## config.mk

```make
export PLATFORM = sky130hd
export DESIGN_NAME = mixing_valve_feedforward
export DESIGN_NICKNAME = d
export VERILOG_FILES = /design/src/hw/rtl/mvf_pkg.sv /design/src/hw/rtl/mixing_valve_feedforward.sv
export SDC_FILE = /design/constraint.sdc
export NUM_CORES = 2
export LEC_CHECK = 0
export ABC_AREA = 0
export BUFFER_PORTS_ARGS = -buffer_cell sky130_fd_sc_hd__buf_2
export CAP_MARGIN = 20
export CORE_MARGIN = 5
export CORE_UTILIZATION = 59
export DETAILED_ROUTE_END_ITERATION = 12
export PLACE_DENSITY = 0.76
export SYNTH_ARGS = -nofsm -noshare
export SYNTH_HDL_FRONTEND = slang
export SYNTH_SLANG_ARGS = --single-unit
```

## constraint.sdc

```tcl
create_clock -name aclk -period 10.59 [get_ports aclk]
set_clock_uncertainty 0.2 [all_clocks]
set_input_delay 2.118 -clock aclk [delete_from_list [all_inputs] [get_ports aclk]]
set_output_delay 2.118 -clock aclk [all_outputs]
set_load 0.01 [all_outputs]
```

## src/hw/rtl/mvf_pkg.sv

```systemverilog
`default_nettype none
package mvf_pkg;

    // Full scale of the mixing ratio, 100 % in 1/256 %
    localparam logic [14:0] FULL_SCALE = 15'd25600;
    // Smoothed position after reset, 50 % in 1/65536 %
    localparam logic [23:0] POS_RESET = 24'd3276800;

    // Register reset values
    localparam logic [15:0] COUPLING_RESET = 16'd0;
    localparam logic [13:0] FLOOR_MIN_RESET = 14'd51;
    localparam logic [13:0] FLOOR_MAX_RESET = 14'd512;
    localparam logic [21:0] TAU_RESET = 22'd180000;

    // Register indexes
    localparam logic [7:0] REG_COUPLING = 8'd0;
    localparam logic [7:0] REG_FLOOR_MIN = 8'd1;
    localparam logic [7:0] REG_FLOOR_MAX = 8'd2;
    localparam logic [7:0] REG_TAU = 8'd3;

    // Request kinds
    localparam logic REQ_STEP = 1'b0;
    localparam logic REQ_RESEED = 1'b1;

    typedef enum logic [3:0] {
        ST_IDLE,
        ST_CMUL,
        ST_SINIT,
        ST_SQRT,
        ST_CLAMP,
        ST_DECIDE,
        ST_DIV,
        ST_POST1,
        ST_BMUL,
        ST_BINIT,
        ST_POST2,
        ST_FILT,
        ST_FMUL,
        ST_FINIT,
        ST_FAPPLY,
        ST_DONE
    } state_t;

endpackage
`default_nettype wire

```

## src/hw/rtl/mixing_valve_feedforward.sv

```systemverilog
`default_nettype none
// Mixing-valve feedforward with authority floor, demand blend and output filter.
// Input channel s_*: one item per control step or reseed. s_tuser holds
// req_type; s_tdata holds setpoint, return, source and time_ms.
// Result channel m_*: one item per control step, none for a reseed.
// m_tdata holds valve_position and authority_floor; m_tuser holds limited.
// Configuration channel cfg_*: always ready, one register per write; write
// only while the block is idle.
// A control step shows its result in the same cycle that the input reopens.
// The work is done by one shared restoring divide/square-root subtractor (one
// bit per cycle: 16 root bits, only with a nonzero coupling gain, 32 quotient
// bits for the ratio, 16 for the blend, 25 for the filter) and one shared
// registered multiplier, run by a sequencer.
// s_tready is high only while the sequencer is idle.
// The result sits in an output register; the next item is accepted while it
// waits. When the receiver stalls, the next finished result waits in the
// sequencer until the output register is free.
// Reset (aresetn low, synchronous) restores register defaults, clears the
// filter and time valid flags and drops any pending result.
module mixing_valve_feedforward (
    input  wire logic        aclk,
    input  wire logic        aresetn,
    input  wire logic        s_tvalid,
    output logic             s_tready,
    input  wire logic [79:0] s_tdata,   // temp_setpoint, temp_return, temp_source, time_ms
    input  wire logic [0:0]  s_tuser,   // req_type
    output logic             m_tvalid,
    input  wire logic        m_tready,
    output logic [31:0]      m_tdata,   // valve_position, authority_floor, zero pad
    output logic [0:0]       m_tuser,   // limited
    input  wire logic        cfg_valid,
    output logic             cfg_ready,
    input  wire logic [7:0]  cfg_index,
    input  wire logic [31:0] cfg_data
);

    mvf_pkg::state_t state_reg, state_next, ret_reg, ret_next;

    logic [15:0] coupling_reg, coupling_next;
    logic [13:0] fmin_reg, fmin_next, fmax_reg, fmax_next;
    logic [21:0] tau_reg, tau_next;
    logic [23:0] s_reg, s_next;
    logic        pv_reg, pv_next, tv_reg, tv_next;
    logic [31:0] last_reg, last_next;

    logic signed [16:0] want_reg, want_next, denom_reg, denom_next;
    logic [15:0] awant_reg, awant_next, aden_reg, aden_next;
    logic [31:0] dt_reg, dt_next;
    logic [13:0] flr_reg, flr_next;
    logic        lim_reg, lim_next, up_reg, up_next;
    logic [14:0] raw_reg, raw_next;
    logic [63:0] prod_reg;
    logic [32:0] rem_reg, rem_next, dvs_reg, dvs_next, den_reg, den_next;
    logic [63:0] dvd_reg, dvd_next;
    logic [15:0] root_reg, root_next;
    logic [5:0]  cnt_reg, cnt_next;

    logic        m_valid_reg, m_valid_next;
    logic [14:0] mpos_reg, mpos_next;
    logic [13:0] mflr_reg, mflr_next;
    logic        mlim_reg, mlim_next;

    logic signed [16:0] tset, tret, tsrc, want_in, denom_in;
    logic [31:0] now;
    logic [13:0] lo, hi;
    logic [22:0] awant100;
    logic [31:0] mul_a, mul_b;
    logic [34:0] sub_a, sub_b, sub_d;
    logic        ge;
    logic [33:0] div_sh;
    logic [32:0] sq_sh;
    logic [23:0] target, fdiff;
    logic [56:0] fdvd;
    logic [24:0] round_pos;
    logic        den_pos, want_pos;

    assign s_tready  = (state_reg == mvf_pkg::ST_IDLE);
    assign cfg_ready = 1'b1;
    assign m_tvalid  = m_valid_reg;
    assign m_tdata   = {3'b000, mflr_reg, mpos_reg};
    assign m_tuser   = mlim_reg;

    // Unpack inputs and derived values
    assign tset     = {s_tdata[15], s_tdata[15:0]};
    assign tret     = {s_tdata[31], s_tdata[31:16]};
    assign tsrc     = {s_tdata[47], s_tdata[47:32]};
    assign now      = s_tdata[79:48];
    assign want_in  = tset - tret;
    assign denom_in = tsrc - tret;
    assign lo       = (fmin_reg == 14'd0) ? 14'd1 : fmin_reg;
    assign hi       = (fmax_reg > lo) ? fmax_reg : lo;
    assign awant100 = ({7'd0, awant_reg} << 6) + ({7'd0, awant_reg} << 5)
                    + ({7'd0, awant_reg} << 2);
    assign target   = {1'b0, raw_reg, 8'd0};
    assign fdiff    = up_reg ? (target - s_reg) : (s_reg - target);
    assign fdvd     = {1'b0, prod_reg[55:0]} + {25'd0, den_reg[32:1]};
    assign want_pos = (want_reg > 17'sd0);
    assign den_pos  = (denom_reg != 17'sd0) ? (denom_reg > 17'sd0) : want_pos;
    assign round_pos = {1'b0, s_reg} + 25'd128;

    // Shared subtractor: root trial in the square-root state, divisor otherwise
    assign div_sh = {rem_reg, dvd_reg[63]};
    assign sq_sh  = {rem_reg[30:0], dvd_reg[63:62]};
    always_comb begin
        if (state_reg == mvf_pkg::ST_SQRT) begin
            sub_a = {2'b00, sq_sh};
            sub_b = {17'd0, root_reg, 2'b01};
        end else begin
            sub_a = {1'b0, div_sh};
            sub_b = {2'b00, dvs_reg};
        end
    end
    assign sub_d = sub_a - sub_b;
    assign ge    = ~sub_d[34];

    // Shared multiplier operands
    always_comb begin
        case (state_reg)
            mvf_pkg::ST_CMUL: begin
                mul_a = {9'd0, awant100};
                mul_b = {16'd0, coupling_reg};
            end
            mvf_pkg::ST_BMUL: begin
                mul_a = {17'd0, raw_reg};
                mul_b = {16'd0, aden_reg};
            end
            mvf_pkg::ST_FMUL: begin
                mul_a = {8'd0, fdiff};
                mul_b = dt_reg;
            end
            default: begin
                mul_a = 32'd0;
                mul_b = 32'd0;
            end
        endcase
    end

    // Sequencer: next state and datapath updates
    always_comb begin
        state_next    = state_reg;
        ret_next      = ret_reg;
        coupling_next = coupling_reg;
        fmin_next     = fmin_reg;
        fmax_next     = fmax_reg;
        tau_next      = tau_reg;
        s_next        = s_reg;
        pv_next       = pv_reg;
        tv_next       = tv_reg;
        last_next     = last_reg;
        want_next     = want_reg;
        denom_next    = denom_reg;
        awant_next    = awant_reg;
        aden_next     = aden_reg;
        dt_next       = dt_reg;
        flr_next      = flr_reg;
        lim_next      = lim_reg;
        up_next       = up_reg;
        raw_next      = raw_reg;
        rem_next      = rem_reg;
        dvd_next      = dvd_reg;
        dvs_next      = dvs_reg;
        den_next      = den_reg;
        root_next     = root_reg;
        cnt_next      = cnt_reg;
        m_valid_next  = m_valid_reg;
        mpos_next     = mpos_reg;
        mflr_next     = mflr_reg;
        mlim_next     = mlim_reg;

        // Configuration writes
        if (cfg_valid) begin
            case (cfg_index)
                mvf_pkg::REG_COUPLING:  coupling_next = cfg_data[15:0];
                mvf_pkg::REG_FLOOR_MIN: fmin_next = cfg_data[13:0];
                mvf_pkg::REG_FLOOR_MAX: fmax_next = cfg_data[13:0];
                mvf_pkg::REG_TAU:       tau_next = cfg_data[21:0];
                default: ;
            endcase
        end

        // Drop a result once taken
        if (m_valid_reg && m_tready) begin
            m_valid_next = 1'b0;
        end

        case (state_reg)
            mvf_pkg::ST_IDLE: begin
                if (s_tvalid) begin
                    if (s_tuser[0] == mvf_pkg::REQ_RESEED) begin
                        pv_next = 1'b0;
                    end else begin
                        want_next  = want_in;
                        denom_next = denom_in;
                        awant_next = want_in[16] ? 16'(-want_in) : want_in[15:0];
                        aden_next  = denom_in[16] ? 16'(-denom_in) : denom_in[15:0];
                        dt_next    = tv_reg ? (now - last_reg) : 32'd0;
                        last_next  = now;
                        tv_next    = 1'b1;
                        flr_next   = lo;
                        state_next = (coupling_reg != 16'd0) ? mvf_pkg::ST_CMUL
                                                             : mvf_pkg::ST_DECIDE;
                    end
                end
            end
            mvf_pkg::ST_CMUL: begin
                state_next = mvf_pkg::ST_SINIT;
            end
            mvf_pkg::ST_SINIT: begin
                dvd_next   = {1'b0, prod_reg[38:8], 32'd0};
                rem_next   = 33'd0;
                root_next  = 16'd0;
                cnt_next   = 6'd16;
                state_next = mvf_pkg::ST_SQRT;
            end
            mvf_pkg::ST_SQRT: begin
                // One root bit per cycle, two radicand bits shifted in
                dvd_next = {dvd_reg[61:0], 2'b00};
                if (ge) begin
                    rem_next  = sub_d[32:0];
                    root_next = {root_reg[14:0], 1'b1};
                end else begin
                    rem_next  = sq_sh;
                    root_next = {root_reg[14:0], 1'b0};
                end
                cnt_next = cnt_reg - 6'd1;
                if (cnt_reg == 6'd1) begin
                    state_next = mvf_pkg::ST_CLAMP;
                end
            end
            mvf_pkg::ST_CLAMP: begin
                if (root_reg < {2'b00, lo}) begin
                    flr_next = lo;
                end else if (root_reg > {2'b00, hi}) begin
                    flr_next = hi;
                end else begin
                    flr_next = root_reg[13:0];
                end
                state_next = mvf_pkg::ST_DECIDE;
            end
            mvf_pkg::ST_DECIDE: begin
                lim_next = (aden_reg < {2'b00, flr_reg});
                rem_next = 33'd0;
                dvd_next = {1'b0, awant100, 8'd0, 32'd0};
                cnt_next = 6'd32;
                ret_next = mvf_pkg::ST_POST1;
                if (aden_reg >= {2'b00, flr_reg}) begin
                    // Full authority: plain ratio when signs agree
                    dvs_next = {17'd0, aden_reg};
                    if ((want_reg > 17'sd0 && denom_reg > 17'sd0) ||
                        (want_reg < 17'sd0 && denom_reg < 17'sd0)) begin
                        state_next = mvf_pkg::ST_DIV;
                    end else begin
                        raw_next   = 15'd0;
                        state_next = mvf_pkg::ST_FILT;
                    end
                end else begin
                    // Below the floor: demand against the floor
                    dvs_next = {19'd0, flr_reg};
                    if (want_reg != 17'sd0) begin
                        state_next = mvf_pkg::ST_DIV;
                    end else begin
                        raw_next   = 15'd0;
                        state_next = mvf_pkg::ST_FILT;
                    end
                end
            end
            mvf_pkg::ST_DIV: begin
                // Restoring division, one quotient bit per cycle
                if (ge) begin
                    rem_next = sub_d[32:0];
                    dvd_next = {dvd_reg[62:0], 1'b1};
                end else begin
                    rem_next = div_sh[32:0];
                    dvd_next = {dvd_reg[62:0], 1'b0};
                end
                cnt_next = cnt_reg - 6'd1;
                if (cnt_reg == 6'd1) begin
                    state_next = ret_reg;
                end
            end
            mvf_pkg::ST_POST1: begin
                raw_next = (dvd_reg[31:0] > {17'd0, mvf_pkg::FULL_SCALE})
                         ? mvf_pkg::FULL_SCALE : dvd_reg[14:0];
                if (lim_reg && (den_pos != want_pos)) begin
                    state_next = mvf_pkg::ST_BMUL;
                end else begin
                    state_next = mvf_pkg::ST_FILT;
                end
            end
            mvf_pkg::ST_BMUL: begin
                state_next = mvf_pkg::ST_BINIT;
            end
            mvf_pkg::ST_BINIT: begin
                rem_next   = {21'd0, prod_reg[27:16]};
                dvd_next   = {prod_reg[15:0], 48'd0};
                dvs_next   = {19'd0, flr_reg};
                cnt_next   = 6'd16;
                ret_next   = mvf_pkg::ST_POST2;
                state_next = mvf_pkg::ST_DIV;
            end
            mvf_pkg::ST_POST2: begin
                raw_next   = raw_reg - dvd_reg[14:0];
                state_next = mvf_pkg::ST_FILT;
            end
            mvf_pkg::ST_FILT: begin
                up_next = (target >= s_reg);
                if (tau_reg != 22'd0 && pv_reg && dt_reg != 32'd0) begin
                    state_next = mvf_pkg::ST_FMUL;
                end else begin
                    s_next     = target;
                    state_next = mvf_pkg::ST_DONE;
                end
            end
            mvf_pkg::ST_FMUL: begin
                den_next   = {11'd0, tau_reg} + {1'b0, dt_reg};
                state_next = mvf_pkg::ST_FINIT;
            end
            mvf_pkg::ST_FINIT: begin
                // Add half the divisor for round to nearest
                rem_next   = {1'b0, fdvd[56:25]};
                dvd_next   = {fdvd[24:0], 39'd0};
                dvs_next   = den_reg;
                cnt_next   = 6'd25;
                ret_next   = mvf_pkg::ST_FAPPLY;
                state_next = mvf_pkg::ST_DIV;
            end
            mvf_pkg::ST_FAPPLY: begin
                s_next = up_reg ? (s_reg + dvd_reg[23:0]) : (s_reg - dvd_reg[23:0]);
                state_next = mvf_pkg::ST_DONE;
            end
            mvf_pkg::ST_DONE: begin
                // Hold until the output register is free
                if (!m_valid_reg || m_tready) begin
                    m_valid_next = 1'b1;
                    mpos_next    = round_pos[22:8];
                    mflr_next    = flr_reg;
                    mlim_next    = lim_reg;
                    pv_next      = 1'b1;
                    state_next   = mvf_pkg::ST_IDLE;
                end
            end
            default: begin
                state_next = mvf_pkg::ST_IDLE;
            end
        endcase
    end

    // Control state with reset
    always_ff @(posedge aclk) begin
        if (!aresetn) begin
            state_reg    <= mvf_pkg::ST_IDLE;
            coupling_reg <= mvf_pkg::COUPLING_RESET;
            fmin_reg     <= mvf_pkg::FLOOR_MIN_RESET;
            fmax_reg     <= mvf_pkg::FLOOR_MAX_RESET;
            tau_reg      <= mvf_pkg::TAU_RESET;
            s_reg        <= mvf_pkg::POS_RESET;
            pv_reg       <= 1'b0;
            tv_reg       <= 1'b0;
            last_reg     <= 32'd0;
            m_valid_reg  <= 1'b0;
        end else begin
            state_reg    <= state_next;
            coupling_reg <= coupling_next;
            fmin_reg     <= fmin_next;
            fmax_reg     <= fmax_next;
            tau_reg      <= tau_next;
            s_reg        <= s_next;
            pv_reg       <= pv_next;
            tv_reg       <= tv_next;
            last_reg     <= last_next;
            m_valid_reg  <= m_valid_next;
        end
    end

    // Datapath registers
    always_ff @(posedge aclk) begin
        ret_reg   <= ret_next;
        want_reg  <= want_next;
        denom_reg <= denom_next;
        awant_reg <= awant_next;
        aden_reg  <= aden_next;
        dt_reg    <= dt_next;
        flr_reg   <= flr_next;
        lim_reg   <= lim_next;
        up_reg    <= up_next;
        raw_reg   <= raw_next;
        prod_reg  <= mul_a * mul_b;
        rem_reg   <= rem_next;
        dvd_reg   <= dvd_next;
        dvs_reg   <= dvs_next;
        den_reg   <= den_next;
        root_reg  <= root_next;
        cnt_reg   <= cnt_next;
        mpos_reg  <= mpos_next;
        mflr_reg  <= mflr_next;
        mlim_reg  <= mlim_next;
    end

endmodule
`default_nettype wire

```

==> results.yml <==
sta:
  final.period_utilization_pct: 96.4
  final-hold-violation-count: 0
  fmax_mhz: 97.9
  slew_violations: 0
  layout_min_cycle_time_ps: 10210
  tightest_slew_ps: 1080
  holdWs_ps: 260
  worst_slack_ps: 381
  setup_viol: 0
  max_slew_margin_pct: 27.5
yosys:
  postSynthCellCount: 6778
  yosys-top-cells-area: "fa_1 (22%), edfxtp_1 (17%), ha_1 (10%)"
  synth_top_area_share_pct: 22.5
  ys_seq_elements: 530
  netlist_area_um2: 60500
  synth-async-reset-ratio_pct: 0
  synth_edf_count: 345
  synth-seq-area-share_pct: 23.2
  avgSynthCellArea_um2: 8.93
  synth_cell_types: 108
  synth_top_flop_cell: "edfxtp_1"
  synth_largest_area_cell: "fa_1"
  yosysWarnings: 0
pwr:
  power.density_nw_per_um2: 155
  p_leak_nw: 30.1
  ir_worst_vdd_mv: 0.184
finish:
  drive_gt1_share_pct: 7.30
  largest_reg_flops: 64
  nNetsFinal: 8134
  area_delta_synth_final_pct: 7.76
hold_path:
  hold_path_class: "reg -> reg"
placement:
  pre_cts_slack_ps: 277
  gp_congestion: 1.03
  dp_hpwl_mm: 159
  port_buffers: 147
clocking:
  root_buffer: "clkbuf_16"
  ctsHtreeMaxLevel: 2
  cts_buffer_depth: 3
  path_clk_slew_ps: 60
  cts_tree: "built"
  insertion_delay_ps: 640
  cts_inserted_buffers: 54
  clock_sinks: 530
floorplan:
  initial_core_util_pct: 59.4
  ios: 162
  dieArea_um2: 109000
  fp-row-count: 117
  core_um2: 102000
  fp.dieH_um: 330
  die_w_um: 330
global_route:
  antenna_found_initial: 14
  grt_pass1_vias: 50300
  grt_remaining_overflow: 0
  grt_pass1_wl_mm: 299
  grt_max_degree: 94
  track_usage_pct: 36.0
worst_setup_path:
  cpMostUsedCell: "fa_1"
  cpMaxStageDelayCell: "fa_1"
  max_stage_delay_ps: 590
  worstPathRequired_ps: 10920
  endpoint_kind: "flop"
  startpoint_type: "flop"
  cp_data_arrival_time_ps: 10540
  crit_type: "reg -> reg"
  critPathMaxFanout: 27
detailed_routing:
  viasPerCell: 6.16
  dr.pass1.iters: 10
  vias: 50900
  drt_drc_violations_left: 0
  wire_per_inst_um: 23.9
  routed_wl_mm: 198
  drtIter0Drc: 6088
  ant_nets: 0
outcome:
  status: "completed"
job:
  max-cap-violations: 0
## worst max-delay path: cells and delay by family, from the launching register on
kind                       cells  cell delay (ps)
xor gates and xnor gates       2              390
AOI/OAI and AO/OA             14             2930
adders and majority gates     11             5010
buffers and inverters          8              870
DFF                            1              460
and+or+nand+nor                2              230
## final cells by class
cell class                 instances  area [um^2]
antenna                            1         2.50
fill                            8548        36600
clock inverter                    29          342
sequential                       530        14100
inverter                         953         3580
clock buffer                      72         1550
multi-input combinational       5002        42000
timing repair buffer             305         2030
tap                             1368         1710
## cell families after synthesis
group	count (synthesis)	share of synthesized area [%]
and+or+nand+nor	2166	16.0
AOI/OAI and AO/OA	1249	14.1
buffers and inverters	1248	7.85
adders and majority gates	1164	32.5
DFF	530	23.2
xor gates and xnor gates	325	4.75
muxes	94	1.59
other	2	0.0124
## placed cells by master (no fill, tap or decap), types with 50 or more instances in the layout
cell       Yosys  layout
a21boi_0      60      60
a21o_1       137     137
a21oi_1      306     304
and2_1       127     127
and3_1        54      54
buf_2         23     146
buf_4          4     150
clkbuf_16      0      58
dfxtp_1      185     185
edfxtp_1     345     345
fa_1         680     680
ha_1         482     482
inv_1        950     948
mux2i_1       78      78
nand2_1     1052    1051
nand2b_1      52      52
nand3_1       87      86
nor2_1       455     451
nor2b_1       91      90
nor3_1        71      68
nor4_1        50      50
o21ai_0      201     200
xnor2_1      214     211
xor2_1       107     106
## cells in the mapped netlist (87+ instances only)
master,instances
nor2_1,455
fa_1,680
and2_1,127
xor2_1,107
nand2_1,1052
inv_1,950
a21o_1,137
xnor2_1,214
o21ai_0,201
dfxtp_1,185
clkbuf_1,241
nor2b_1,91
edfxtp_1,345
a21oi_1,306
nand3_1,87
ha_1,482
## per-layer routing
layer | routed length [um] | vias up | global-route usage (%)
li1 | - | 22700 | -
met1 | 77100 | 24900 | 48.8
met2 | 86600 | 2789 | 55.7
met3 | 22800 | 529 | 8.40
met4 | 11300 | 8 | 16.4
met5 | 47 | - | 0
## through the flow
| step | power (W) | utilization (%) | setup TNS, ps | cell area [um^2] | std cells |
|---|---|---|---|---|---|
| global route | 0.0106 | 64.0 | -23.0 | 65200 | 8259 |
| CTS | 0.00994 | 63.9 | 0 | 65100 | 8252 |
| floorplan | 0.00624 | - | 0 | 60600 | 6780 |
| detailed placement | 0.00787 | 62.0 | 0 | 63200 | 8151 |
| finish | 0.0101 | 64.0 | 0 | 65200 | 8260 |
| global placement | 0.00775 | 62.0 | 0 | 63200 | 8151 |
## power by group
| part | switching (W) | internal [W] |
|---|---|---|
| registers | 0.000414 | 0.00275 |
| logic | 0.00316 | 0.00173 |
| clock network | 0.000869 | 0.00120 |
## final timing paths
path / startpoint / slack (ps) / endpoint / cells after the start
setup / recovery: awant_reg[1]$_DFFE_PP_ / 380 / prod_reg[54]$_DFF_P_ / 37
hold / removal: last_reg[23]$_SDFFE_PN0P_ / 260 / last_reg[23]$_SDFFE_PN0P_ / 2
setup reg to reg: awant_reg[1]$_DFFE_PP_ / 380 / prod_reg[54]$_DFF_P_ / 37
hold reg to reg: last_reg[23]$_SDFFE_PN0P_ / 260 / last_reg[23]$_SDFFE_PN0P_ / 2
## repair_timing
action	4_1_cts	5_1_grt
setup buffers	0	4
resized for setup	0	12
setup endpoints to repair	0	15
hold buffers	0	0
No activity file was read; power rests on OpenSTA's default activity.
